### config.mk
export PLATFORM = sky130hd
export DESIGN_NAME = periodic_tick_timer_table_unit
export DESIGN_NICKNAME = d
export VERILOG_FILES = /design/src/design/ptt_pkg.sv /design/src/design/ptt_slot_mem.sv /design/src/design/ptt_live.sv /design/src/design/ptt_out_reg.sv /design/src/design/ptt_ctrl.sv /design/src/design/periodic_tick_timer_table_unit.sv
export VERILOG_INCLUDE_DIRS = /design/src /design/src/design
export SDC_FILE = /design/constraint.sdc
export NUM_CORES = 2
export LEC_CHECK = 0
export ABC_AREA = 1
export BUFFER_PORTS_ARGS = -buffer_cell sky130_fd_sc_hd__buf_2
export CAP_MARGIN = 15
export CORE_MARGIN = 3
export CORE_UTILIZATION = 55
export CTS_CLUSTER_SIZE = 24
export DETAILED_ROUTE_END_ITERATION = 12
export PLACE_DENSITY = 0.78
export SYNTH_ARGS = -nofsm -noshare
export SYNTH_HDL_FRONTEND = slang
export SYNTH_SLANG_ARGS = --single-unit
### constraint.sdc
create_clock -name clk -period 9.9 [get_ports clk]
set_input_delay 0 -clock clk [delete_from_list [all_inputs] [get_ports clk]]
set_output_delay 0 -clock clk [all_outputs]
set_load 0.1 [all_outputs]
### src/design/periodic_tick_timer_table_unit_macros.svh
// ----------------------------------------------------------------------------
// Periodic tick timer table - assertion macros
// Shared concurrent assertion forms, clocked on clk and disabled in reset.
// ----------------------------------------------------------------------------
`ifndef PERIODIC_TICK_TIMER_TABLE_UNIT_MACROS_SVH
`define PERIODIC_TICK_TIMER_TABLE_UNIT_MACROS_SVH

// same-cycle implication
`define PTT_ASSERT_IMPLY(label, ante, cons, msg) \
  label: assert property (@(posedge clk) disable iff (!rst_n) (ante) |-> (cons)) \
    else $error(msg);

// next-cycle implication
`define PTT_ASSERT_NEXT(label, ante, cons, msg) \
  label: assert property (@(posedge clk) disable iff (!rst_n) (ante) |=> (cons)) \
    else $error(msg);

`endif

### src/design/ptt_pkg.sv
// ----------------------------------------------------------------------------
// Periodic tick timer table - package
// Sizes, codes, memory entry layout and handle helper.
// ----------------------------------------------------------------------------
`default_nettype none

package ptt_pkg;

  localparam int SLOTS       = 32;
  localparam int SLOT_W      = (SLOTS > 1) ? $clog2(SLOTS) : 1;
  localparam int CNT_W       = $clog2(SLOTS + 1);
  localparam int OP_W        = 2;
  localparam int KIND_W      = 2;
  localparam int PERIOD_W    = 16;
  localparam int SEQ_W       = 16;
  localparam int TAG_W       = 32;
  localparam int HANDLE_W    = 21;
  localparam int SLOT_SHIFT  = 16;
  localparam int HSLOT_W     = HANDLE_W - SLOT_SHIFT;
  localparam int MAX_RESULTS = 32;
  localparam int FCNT_W      = $clog2(MAX_RESULTS + 1);

  typedef enum logic [OP_W-1:0] {
    OP_ADD,
    OP_STOP,
    OP_CLEAR,
    OP_TICK
  } op_t;

  typedef enum logic [KIND_W-1:0] {
    KIND_ADDED,
    KIND_BAD_PERIOD,
    KIND_FULL,
    KIND_FIRED
  } kind_t;

  typedef enum logic [2:0] {
    ST_IDLE,
    ST_DISPATCH,
    ST_CHECK,
    ST_SWEEP,
    ST_FLUSH
  } state_t;

  typedef struct packed {
    logic [PERIOD_W-1:0] period;
    logic [PERIOD_W-1:0] count;
    logic [SEQ_W-1:0]    seq;
    logic [TAG_W-1:0]    tag;
  } entry_t;

  typedef struct packed {
    logic              we;
    logic [SLOT_W-1:0] addr;
    entry_t            data;
  } mem_wr_t;

  typedef struct packed {
    logic              set;
    logic [SLOT_W-1:0] set_idx;
    logic              clr;
    logic [SLOT_W-1:0] clr_idx;
  } live_upd_t;

  typedef struct packed {
    logic                vld;
    kind_t               kind;
    logic [HANDLE_W-1:0] handle;
    logic [TAG_W-1:0]    tag;
    logic                last;
  } result_t;

  // slot in the upper bits, sequence in the low bits, cut to handle width
  function automatic logic [HANDLE_W-1:0] make_handle(input logic [SLOT_W-1:0] slot,
                                                      input logic [SEQ_W-1:0]  seq);
    logic [SLOT_W+SEQ_W-1:0] wide;
    wide = {slot, seq};
    return HANDLE_W'(wide);
  endfunction

endpackage

`default_nettype wire

### src/design/ptt_slot_mem.sv
// ----------------------------------------------------------------------------
// Periodic tick timer table - slot memory
// One write port, one read port, registered read data.
// ----------------------------------------------------------------------------
`default_nettype none

module ptt_slot_mem (
  input  wire logic                        clk,
  input  wire ptt_pkg::mem_wr_t            wr,
  input  wire logic [ptt_pkg::SLOT_W-1:0]  rd_addr,
  output      ptt_pkg::entry_t             rd_data
);
  import ptt_pkg::*;

  entry_t mem [SLOTS];
  entry_t rd_data_r;

  always_ff @(posedge clk) begin
    if (wr.we) begin
      mem[wr.addr] <= wr.data;
    end
    rd_data_r <= mem[rd_addr];
  end

  assign rd_data = rd_data_r;

endmodule

`default_nettype wire

### src/design/ptt_live.sv
// ----------------------------------------------------------------------------
// Periodic tick timer table - live bits
// Per-slot live flags and lowest-free-slot search.
// ----------------------------------------------------------------------------
`default_nettype none

module ptt_live (
  input  wire logic                        clk,
  input  wire logic                        rst_n,
  input  wire ptt_pkg::live_upd_t          upd,
  output      logic [ptt_pkg::SLOTS-1:0]   live,
  output      logic                        free_vld,
  output      logic [ptt_pkg::SLOT_W-1:0]  free_idx
);
  import ptt_pkg::*;

  logic [SLOTS-1:0] live_r;
  logic [SLOTS-1:0] live_nxt;

  always_comb begin
    live_nxt = live_r;
    if (upd.clr) begin
      live_nxt[upd.clr_idx] = 1'b0;
    end
    if (upd.set) begin
      live_nxt[upd.set_idx] = 1'b1;
    end
  end

  always_ff @(posedge clk) begin
    if (!rst_n) begin
      live_r <= '0;
    end else begin
      live_r <= live_nxt;
    end
  end

  // lowest free slot wins
  always_comb begin
    free_vld = 1'b0;
    free_idx = '0;
    for (int i = SLOTS - 1; i >= 0; i--) begin
      if (!live_r[i]) begin
        free_vld = 1'b1;
        free_idx = SLOT_W'(i);
      end
    end
  end

  assign live = live_r;

endmodule

`default_nettype wire

### src/design/ptt_out_reg.sv
// ----------------------------------------------------------------------------
// Periodic tick timer table - output register
// Holds one result until the consumer takes it.
// ----------------------------------------------------------------------------
`default_nettype none

module ptt_out_reg (
  input  wire logic                          clk,
  input  wire logic                          rst_n,
  input  wire ptt_pkg::result_t              push,
  output      logic                          free,
  output      logic                          out_valid,
  input  wire logic                          out_ready,
  output      logic [ptt_pkg::KIND_W-1:0]    out_kind,
  output      logic [ptt_pkg::HANDLE_W-1:0]  out_timer_handle,
  output      logic [ptt_pkg::TAG_W-1:0]     out_tag_out,
  output      logic                          out_last
);
  import ptt_pkg::*;

  logic                out_vld_r;
  logic                out_vld_nxt;
  kind_t               kind_r;
  logic [HANDLE_W-1:0] handle_r;
  logic [TAG_W-1:0]    tag_r;
  logic                last_r;

  assign free = !out_vld_r || out_ready;

  always_comb begin
    out_vld_nxt = out_vld_r && !out_ready;
    if (push.vld) begin
      out_vld_nxt = 1'b1;
    end
  end

  always_ff @(posedge clk) begin
    if (!rst_n) begin
      out_vld_r <= 1'b0;
    end else begin
      out_vld_r <= out_vld_nxt;
    end
  end

  always_ff @(posedge clk) begin
    if (push.vld) begin
      kind_r   <= push.kind;
      handle_r <= push.handle;
      tag_r    <= push.tag;
      last_r   <= push.last;
    end
  end

  assign out_valid        = out_vld_r;
  assign out_kind         = kind_r;
  assign out_timer_handle = handle_r;
  assign out_tag_out      = tag_r;
  assign out_last         = last_r;

endmodule

`default_nettype wire

### src/design/ptt_ctrl.sv
// ----------------------------------------------------------------------------
// Periodic tick timer table - controller
// Request sequencing, handle check and the tick sweep over the slot memory.
// ----------------------------------------------------------------------------
`default_nettype none

`include "periodic_tick_timer_table_unit_macros.svh"

module ptt_ctrl (
  input  wire logic                          clk,
  input  wire logic                          rst_n,
  input  wire logic                          in_valid,
  output      logic                          in_ready,
  input  wire logic [ptt_pkg::OP_W-1:0]      in_op,
  input  wire logic [ptt_pkg::PERIOD_W-1:0]  in_period,
  input  wire logic [ptt_pkg::TAG_W-1:0]     in_user_tag,
  input  wire logic [ptt_pkg::HANDLE_W-1:0]  in_handle,
  input  wire logic [ptt_pkg::SLOTS-1:0]     live,
  input  wire logic                          free_vld,
  input  wire logic [ptt_pkg::SLOT_W-1:0]    free_idx,
  output      ptt_pkg::live_upd_t            live_upd,
  output      ptt_pkg::mem_wr_t              mem_wr,
  output      logic [ptt_pkg::SLOT_W-1:0]    rd_addr,
  input  wire ptt_pkg::entry_t               rd_data,
  output      ptt_pkg::result_t              push,
  input  wire logic                          out_free
);
  import ptt_pkg::*;

  state_t              state_r, state_nxt;
  op_t                 op_r;
  logic [PERIOD_W-1:0] period_r;
  logic [TAG_W-1:0]    tag_r;
  logic [HANDLE_W-1:0] handle_r;
  logic [SEQ_W-1:0]    seq_r, seq_nxt;
  logic [CNT_W-1:0]    iss_idx_r, iss_idx_nxt;
  logic                ex_vld_r, ex_vld_nxt;
  logic [SLOT_W-1:0]   ex_idx_r, ex_idx_nxt;
  result_t             hold_r, hold_nxt;
  logic [FCNT_W-1:0]   fire_cnt_r, fire_cnt_nxt;

  logic                accept;
  logic [HSLOT_W-1:0]  hdl_slot;
  logic [SLOT_W-1:0]   hdl_idx;
  logic [SEQ_W-1:0]    hdl_seq;
  logic                hdl_match;
  logic [PERIOD_W:0]   cnt_inc;
  logic                ex_live;
  logic                ex_hit;
  logic                ex_report;
  logic                stall;
  logic                sweep_done;

  assign in_ready = (state_r == ST_IDLE);
  assign accept   = in_valid && in_ready;

  // handle decode for stop / clear
  assign hdl_slot  = handle_r[HANDLE_W-1:SLOT_SHIFT];
  assign hdl_idx   = SLOT_W'(hdl_slot);
  assign hdl_seq   = handle_r[SEQ_W-1:0];
  assign hdl_match = (32'(hdl_slot) < 32'(SLOTS)) && live[hdl_idx] && (rd_data.seq == hdl_seq);

  // sweep execute stage
  assign cnt_inc    = {1'b0, rd_data.count} + (PERIOD_W+1)'(1);
  assign ex_live    = ex_vld_r && live[ex_idx_r];
  assign ex_hit     = cnt_inc >= {1'b0, rd_data.period};
  assign ex_report  = ex_live && ex_hit && (fire_cnt_r < FCNT_W'(MAX_RESULTS));
  assign stall      = (state_r == ST_SWEEP) && ex_report && hold_r.vld && !out_free;
  assign sweep_done = !ex_vld_r && (iss_idx_r == CNT_W'(SLOTS));

  // next state
  always_comb begin
    state_nxt = state_r;
    unique case (state_r)
      ST_IDLE: begin
        if (in_valid) begin
          state_nxt = ST_DISPATCH;
        end
      end
      ST_DISPATCH: begin
        unique case (op_r)
          OP_ADD: begin
            if (out_free) begin
              state_nxt = ST_IDLE;
            end
          end
          OP_STOP, OP_CLEAR: state_nxt = ST_CHECK;
          OP_TICK:           state_nxt = ST_SWEEP;
        endcase
      end
      ST_CHECK: state_nxt = ST_IDLE;
      ST_SWEEP: begin
        if (sweep_done) begin
          state_nxt = hold_r.vld ? ST_FLUSH : ST_IDLE;
        end
      end
      ST_FLUSH: begin
        if (out_free) begin
          state_nxt = ST_IDLE;
        end
      end
      default: state_nxt = ST_IDLE;
    endcase
  end

  // outputs and datapath next values
  always_comb begin
    live_upd     = '0;
    mem_wr       = '0;
    push         = '0;
    rd_addr      = hdl_idx;
    seq_nxt      = seq_r;
    iss_idx_nxt  = iss_idx_r;
    ex_vld_nxt   = ex_vld_r;
    ex_idx_nxt   = ex_idx_r;
    hold_nxt     = hold_r;
    fire_cnt_nxt = fire_cnt_r;

    unique case (state_r)
      ST_IDLE: begin
      end
      ST_DISPATCH: begin
        unique case (op_r)
          OP_ADD: begin
            if (out_free) begin
              push.vld  = 1'b1;
              push.last = 1'b1;
              if (period_r == '0) begin
                push.kind = KIND_BAD_PERIOD;
              end else if (!free_vld) begin
                push.kind = KIND_FULL;
              end else begin
                push.kind        = KIND_ADDED;
                push.handle      = make_handle(free_idx, seq_r);
                mem_wr.we        = 1'b1;
                mem_wr.addr      = free_idx;
                mem_wr.data      = '{period: period_r, count: '0, seq: seq_r, tag: tag_r};
                live_upd.set     = 1'b1;
                live_upd.set_idx = free_idx;
                seq_nxt          = seq_r + SEQ_W'(1);
              end
            end
          end
          OP_STOP, OP_CLEAR: begin
            // read address is the handle's slot; checked next cycle
          end
          OP_TICK: begin
            iss_idx_nxt  = '0;
            ex_vld_nxt   = 1'b0;
            fire_cnt_nxt = '0;
            hold_nxt     = '0;
          end
        endcase
      end
      ST_CHECK: begin
        if (hdl_match) begin
          if (op_r == OP_STOP) begin
            live_upd.clr     = 1'b1;
            live_upd.clr_idx = hdl_idx;
          end else begin
            mem_wr.we         = 1'b1;
            mem_wr.addr       = hdl_idx;
            mem_wr.data       = rd_data;
            mem_wr.data.count = '0;
          end
        end
      end
      ST_SWEEP: begin
        if (stall) begin
          // re-read the same slot; nothing was written
          rd_addr = ex_idx_r;
        end else begin
          if (ex_live) begin
            mem_wr.we         = 1'b1;
            mem_wr.addr       = ex_idx_r;
            mem_wr.data       = rd_data;
            mem_wr.data.count = ex_hit ? '0 : cnt_inc[PERIOD_W-1:0];
          end
          if (ex_report) begin
            // previous fire is not the last one
            if (hold_r.vld) begin
              push      = hold_r;
              push.last = 1'b0;
            end
            hold_nxt.vld    = 1'b1;
            hold_nxt.kind   = KIND_FIRED;
            hold_nxt.handle = make_handle(ex_idx_r, rd_data.seq);
            hold_nxt.tag    = rd_data.tag;
            hold_nxt.last   = 1'b0;
            fire_cnt_nxt    = fire_cnt_r + FCNT_W'(1);
          end
          if (iss_idx_r < CNT_W'(SLOTS)) begin
            rd_addr     = iss_idx_r[SLOT_W-1:0];
            ex_vld_nxt  = 1'b1;
            ex_idx_nxt  = iss_idx_r[SLOT_W-1:0];
            iss_idx_nxt = iss_idx_r + CNT_W'(1);
          end else begin
            ex_vld_nxt = 1'b0;
          end
        end
      end
      ST_FLUSH: begin
        if (out_free) begin
          push         = hold_r;
          push.last    = 1'b1;
          hold_nxt.vld = 1'b0;
        end
      end
      default: begin
      end
    endcase
  end

  always_ff @(posedge clk) begin
    if (!rst_n) begin
      state_r    <= ST_IDLE;
      seq_r      <= '0;
      iss_idx_r  <= '0;
      ex_vld_r   <= 1'b0;
      hold_r     <= '0;
      fire_cnt_r <= '0;
    end else begin
      state_r    <= state_nxt;
      seq_r      <= seq_nxt;
      iss_idx_r  <= iss_idx_nxt;
      ex_vld_r   <= ex_vld_nxt;
      hold_r     <= hold_nxt;
      fire_cnt_r <= fire_cnt_nxt;
    end
  end

  always_ff @(posedge clk) begin
    ex_idx_r <= ex_idx_nxt;
    if (accept) begin
      op_r     <= op_t'(in_op);
      period_r <= in_period;
      tag_r    <= in_user_tag;
      handle_r <= in_handle;
    end
  end

  `PTT_ASSERT_IMPLY(a_push_has_room, push.vld, out_free, "result pushed into a full output register")
  `PTT_ASSERT_IMPLY(a_hold_only_in_tick, hold_r.vld, (state_r == ST_SWEEP) || (state_r == ST_FLUSH), "pending fire outside a tick")
  `PTT_ASSERT_NEXT(a_stall_keeps_slot, stall, ex_vld_r && (ex_idx_r == $past(ex_idx_r)), "sweep moved on while stalled")
  `PTT_ASSERT_IMPLY(a_no_write_when_idle, mem_wr.we, state_r != ST_IDLE, "slot memory written while idle")

endmodule

`default_nettype wire

### src/design/periodic_tick_timer_table_unit.sv
// ----------------------------------------------------------------------------
// Periodic tick timer table - top level
// Table of periodic tick timers with add, stop, clear-count and tick requests.
// ----------------------------------------------------------------------------
// One request is worked at a time. An add goes from idle to a dispatch
// state that pushes its result into the output register once that register
// is free of the consumer; stop and clear go from dispatch to a check state
// and give no result.
// A tick sweeps every slot through the single read port of the slot memory,
// one slot per cycle while the consumer does not stall the fire results, and
// then passes through a flush state when any slot fired. Fires come out in
// ascending slot order; the last fire of a tick is held back in a register
// so it can carry the last flag. Live flags sit in flip-flops cleared at
// reset, so no memory clearing pass is needed; period, count, sequence and
// tag live in the slot memory, which the sweep reads for every slot, though
// only live slots are written back or fired.
// ----------------------------------------------------------------------------
`default_nettype none

module periodic_tick_timer_table_unit (
  input  wire logic                          clk,
  input  wire logic                          rst_n,
  // request channel
  input  wire logic                          in_valid,
  output      logic                          in_ready,
  input  wire logic [ptt_pkg::OP_W-1:0]      in_op,
  input  wire logic [ptt_pkg::PERIOD_W-1:0]  in_period,
  input  wire logic [ptt_pkg::TAG_W-1:0]     in_user_tag,
  input  wire logic [ptt_pkg::HANDLE_W-1:0]  in_handle,
  // result channel
  output      logic                          out_valid,
  input  wire logic                          out_ready,
  output      logic [ptt_pkg::KIND_W-1:0]    out_kind,
  output      logic [ptt_pkg::HANDLE_W-1:0]  out_timer_handle,
  output      logic [ptt_pkg::TAG_W-1:0]     out_tag_out,
  output      logic                          out_last
);
  import ptt_pkg::*;

  logic [SLOTS-1:0]  live;
  logic              free_vld;
  logic [SLOT_W-1:0] free_idx;
  live_upd_t         live_upd;
  mem_wr_t           mem_wr;
  logic [SLOT_W-1:0] rd_addr;
  entry_t            rd_data;
  result_t           push;
  logic              out_free;

  // sequencer: request decode, handle match, tick sweep
  ptt_ctrl u_ctrl (
    .clk         (clk),
    .rst_n       (rst_n),
    .in_valid    (in_valid),
    .in_ready    (in_ready),
    .in_op       (in_op),
    .in_period   (in_period),
    .in_user_tag (in_user_tag),
    .in_handle   (in_handle),
    .live        (live),
    .free_vld    (free_vld),
    .free_idx    (free_idx),
    .live_upd    (live_upd),
    .mem_wr      (mem_wr),
    .rd_addr     (rd_addr),
    .rd_data     (rd_data),
    .push        (push),
    .out_free    (out_free)
  );

  // per-slot live flags, lowest free slot for add
  ptt_live u_live (
    .clk      (clk),
    .rst_n    (rst_n),
    .upd      (live_upd),
    .live     (live),
    .free_vld (free_vld),
    .free_idx (free_idx)
  );

  // period / count / sequence / tag per slot
  ptt_slot_mem u_mem (
    .clk     (clk),
    .wr      (mem_wr),
    .rd_addr (rd_addr),
    .rd_data (rd_data)
  );

  // result register toward the consumer
  ptt_out_reg u_out (
    .clk              (clk),
    .rst_n            (rst_n),
    .push             (push),
    .free             (out_free),
    .out_valid        (out_valid),
    .out_ready        (out_ready),
    .out_kind         (out_kind),
    .out_timer_handle (out_timer_handle),
    .out_tag_out      (out_tag_out),
    .out_last         (out_last)
  );

endmodule

`default_nettype wire
==> impl_metrics.py <==
metrics = {
    "run_status": {
        "status": "finished with violations",
        "violations": "design-rule violations",
    },
    "power": {
        "switching_share": 0.246,
        "clkPwrFrac": 0.401,
        "power_mw": 27.2,
        "p_leak_nw": 46.9,
        "switching_power_mw": 6.70,
        "p_per_area_mw_per_mm2": 208,
        "power.share.sequential": 0.499,
        "intPower_mw": 20.5,
        "comb_power_share": 0.101,
        "ir_drop_uv": 216,
    },
    "clocking": {
        "clock_latency_ps": 950,
        "cts.htree.levels": 5,
        "cts_buffers": 294,
        "root_buffer": "clkbuf_16",
        "postCtsSetupBuffers": 0,
        "cts_buffer_depth": 4,
        "cts.reportedPaths.clkPinSlew_ps": 60,
        "cts_tree": "built",
        "cts_sinks": 2892,
    },
    "placement": {
        "post-place-ws_ps": 3100,
        "port_buffers": 132,
        "hpwl_um": 162000,
        "place_area_mm2": 0.119,
        "gp_congestion": 0.958,
    },
    "layout": {
        "seqCellArea_mm2": 0.0848,
        "syn_to_final_growth_pct": 12.6,
        "final_area_mm2": 0.131,
        "drive_gt1_frac": 0.0828,
        "n_fill_cell": 14600,
        "fin_nets": 10100,
        "multiInputGateArea_mm2": 0.0278,
    },
    "synth": {
        "ys_async_sr_fraction": 0,
        "synth_edf_count": 2692,
        "synthCells": 9815,
        "syn_area_per_cell_um2": 11.8,
        "yosys_warnings": 0,
        "yosysUniqueCellTypes": 52,
        "synth_nets": 9911,
        "synth_seq_cells": 2892,
        "synth-seq-area-share": 0.731,
        "synthFlopType": "edfxtp_1",
        "syn_area_mm2": 0.116,
    },
    "hold_path": {
        "hold_start": "rst_n",
        "hold-path-cell-count": 4,
        "hold_class": "in2reg",
        "min_to": "u_ctrl.seq_r[5]",
    },
    "sta": {
        "setup_tns_ps": 0,
        "min_period_over_period": 0.721,
        "clock_skew_ps": 57.7,
        "min_period_ps": 7130,
        "rsz0062_at_grt": "no",
        "finalSetupViolations": 0,
        "hold_viol": 0,
        "report.final.slew_viol_count": 0,
        "maxSlewHeadroom": 0.126,
        "worst_slew_pin_slew_ps": 1310,
        "timing.final.ws_setup_ps": 2770,
        "maxClockFrequency_mhz": 140,
    },
    "critical_path": {
        "path_class": "reg2reg",
        "reg2reg_from": "u_mem.rd_data[48]",
        "worstPathRequired_ps": 10700,
        "arrival_ps": 7930,
        "end_kind": "flip-flop",
        "reg2regPathDepth": 26,
        "cp-start-kind": "flip-flop",
        "rr_endpoint": "u_mem.rd_data[57]",
        "worstPathMaxFanout": 186,
        "ff2ff_setup_slack_ps": 2770,
    },
    "global_routing": {
        "globalRouteMet2Util": 0.467,
        "grt_pass1_vias": 78800,
        "antenna_found_initial": 5,
        "grt_pass1_wl_um": 490000,
        "grt.met1_usage": 0.404,
        "grt_max_degree": 213,
        "top_usage_layer": "met2",
        "grt-ovfl-total": 0,
        "grtUsageMet3": 0.0646,
        "grt_usage": 0.299,
    },
    "routing": {
        "viasPerCell": 6.33,
        "drt-wirelength-per-cell_um": 25.6,
        "first_iter_violations": 14400,
        "vias": 82100,
        "drc": 1,
        "antenna_left": 0,
        "first_pass_iters": 13,
        "totalWireLength_um": 332000,
    },
    "floorplan": {
        "row_count": 167,
        "die_w_um": 465,
        "dieArea_mm2": 0.216,
        "floorplan.initialDensity": 0.557,
        "dieHeight_um": 465,
        "core_mm2": 0.208,
        "ios": 133,
    },
    "flow_run": {
        "drv_cap": 0,
    },
}
-- metal layers --
layer	vias up	routed length (um)
met5	-	0
met4	0	16700
met3	1126	45700
met2	6529	154000
met1	39300	116000
li1	35100	-
-- cell type report --
cell class                 count  share of cell area
clock buffer                 389              0.0625
sequential                  2892               0.649
multi-input combinational   6096               0.213
timing repair buffer         470              0.0333
antenna                        3           0.0000575
inverter                     216             0.00648
clock inverter               128             0.00900
tap                         2788              0.0267
-- worst max-delay path, cell delays in order (launching register included) --
cell	delay, ps
dfxtp_1	410
nand3_1	140
nor3_1	350
and3_1	260
nand4_1	160
nor2_1	190
xor2_1	260
inv_1	100
ha_1	320
nand2_1	80
nor2_1	120
nand4_1	130
or2_2	310
nand4_2	360
nand2_2	140
nor2_4	160
nand2_2	100
nand2_1	100
nand3_1	110
o21ai_4	320
buf_12	650
buf_4	950
nand3_1	280
nand3_1	190
nand3_1	110
nand3_1	160
nand2_1	70
-- synth_stat cells (24+ instances only) --
cell type | number | share of area
edfxtp_1 | 2692 | 0.70
a21oi_1 | 132 | 0.0057
clkbuf_1 | 107 | 0.0035
dfxtp_1 | 200 | 0.035
nand2_1 | 2960 | 0.096
inv_1 | 203 | 0.0066
o21ai_0 | 113 | 0.0049
nor3_1 | 24 | 0.0010
o22ai_1 | 28 | 0.0015
buf_4 | 41 | 0.0027
nand3_1 | 2438 | 0.11
nand4_1 | 45 | 0.0024
nor2_1 | 178 | 0.0058
buf_2 | 440 | 0.019
-- registers in the layout (all words and copies together), names as in the netlist --
register,count
u_out.out_tag_out,32
u_out.out_valid,1
u_ctrl.ex_vld_r,1
u_ctrl.period_r,16
u_ctrl.tag_r,32
u_ctrl.state_r,3
u_mem.rd_data,80
u_out.out_timer_handle,21
u_ctrl.ex_idx_r,5
u_out.out_kind,2
u_ctrl.iss_idx_r,6
u_ctrl.seq_r,16
u_ctrl.handle_r,21
u_ctrl.hold_r,55
u_mem.mem,2560
u_ctrl.op_r,2
u_out.out_last,1
u_ctrl.fire_cnt_r,6
u_live.live,32
-- cell families after synthesis --
family,Yosys count,synth area share
xor+xnor,20,0.00151
compound gates,365,0.0185
buf+inv,827,0.0333
fa+ha+maj,21,0.00226
flops,2892,0.731
simple gates,5690,0.213
-- placed cells by master, fill, tap and decap left out, types with 112 or more instances in the layout --
| cell type | netlist | layout |
|---|---|---|
| o21ai_0 | 113 | 112 |
| nor2_1 | 178 | 145 |
| nand2_1 | 2960 | 2958 |
| dlygate4sd3_1 | 0 | 145 |
| buf_4 | 41 | 124 |
| dfxtp_1 | 200 | 200 |
| buf_2 | 440 | 132 |
| nand3_1 | 2438 | 2438 |
| clkbuf_16 | 0 | 305 |
| a21oi_1 | 132 | 132 |
| inv_1 | 203 | 201 |
| edfxtp_1 | 2692 | 2692 |
-- repair_timing --
action / 4_1_cts / 5_1_grt
gates resized for setup: 0 / 0
hold buffers: 145 / 0
hold endpoints to repair: 189 / 0
-- power by group through the flow --
stage	combinational (mW)	sequential, mW	clock [mW]
global placement	2.50	13.8	0
CTS	2.64	13.5	10.9
detailed placement	2.57	13.8	0
global route	2.93	13.5	11.4
finish	2.73	13.5	10.9
floorplan	1.77	13.8	0
-- how the worst max path moves through the flow --
stage / depth (start not counted) / endpoint / slack [ps] / start
2_1_floorplan: 25 / u_mem.mem[0][0] / 2720 / u_mem.rd_data[48]
3_3_place_gp: 26 / u_mem.mem[11][76] / 3070 / u_mem.rd_data[50]
3_5_place_dp: 26 / u_mem.mem[11][78] / 3100 / u_mem.rd_data[48]
4_1_cts: 26 / u_mem.mem[3][27] / 3040 / u_mem.rd_data[48]
5_1_grt: 26 / u_mem.mem[3][27] / 2390 / u_mem.rd_data[48]
6_report: 26 / u_mem.rd_data[57] / 2770 / u_mem.rd_data[48]
-- metrics by stage --
stage / instances / hold WS (ps) / utilization
global route: 13000 / 92.6 / 0.627
global placement: 12300 / 177 / 0.573
finish: 13000 / 84.3 / 0.627
floorplan: 9815 / 98.9 / -
CTS: 13000 / 13.1 / 0.625
detailed placement: 12300 / 178 / 0.573
(Power assumes the default switching activity.)
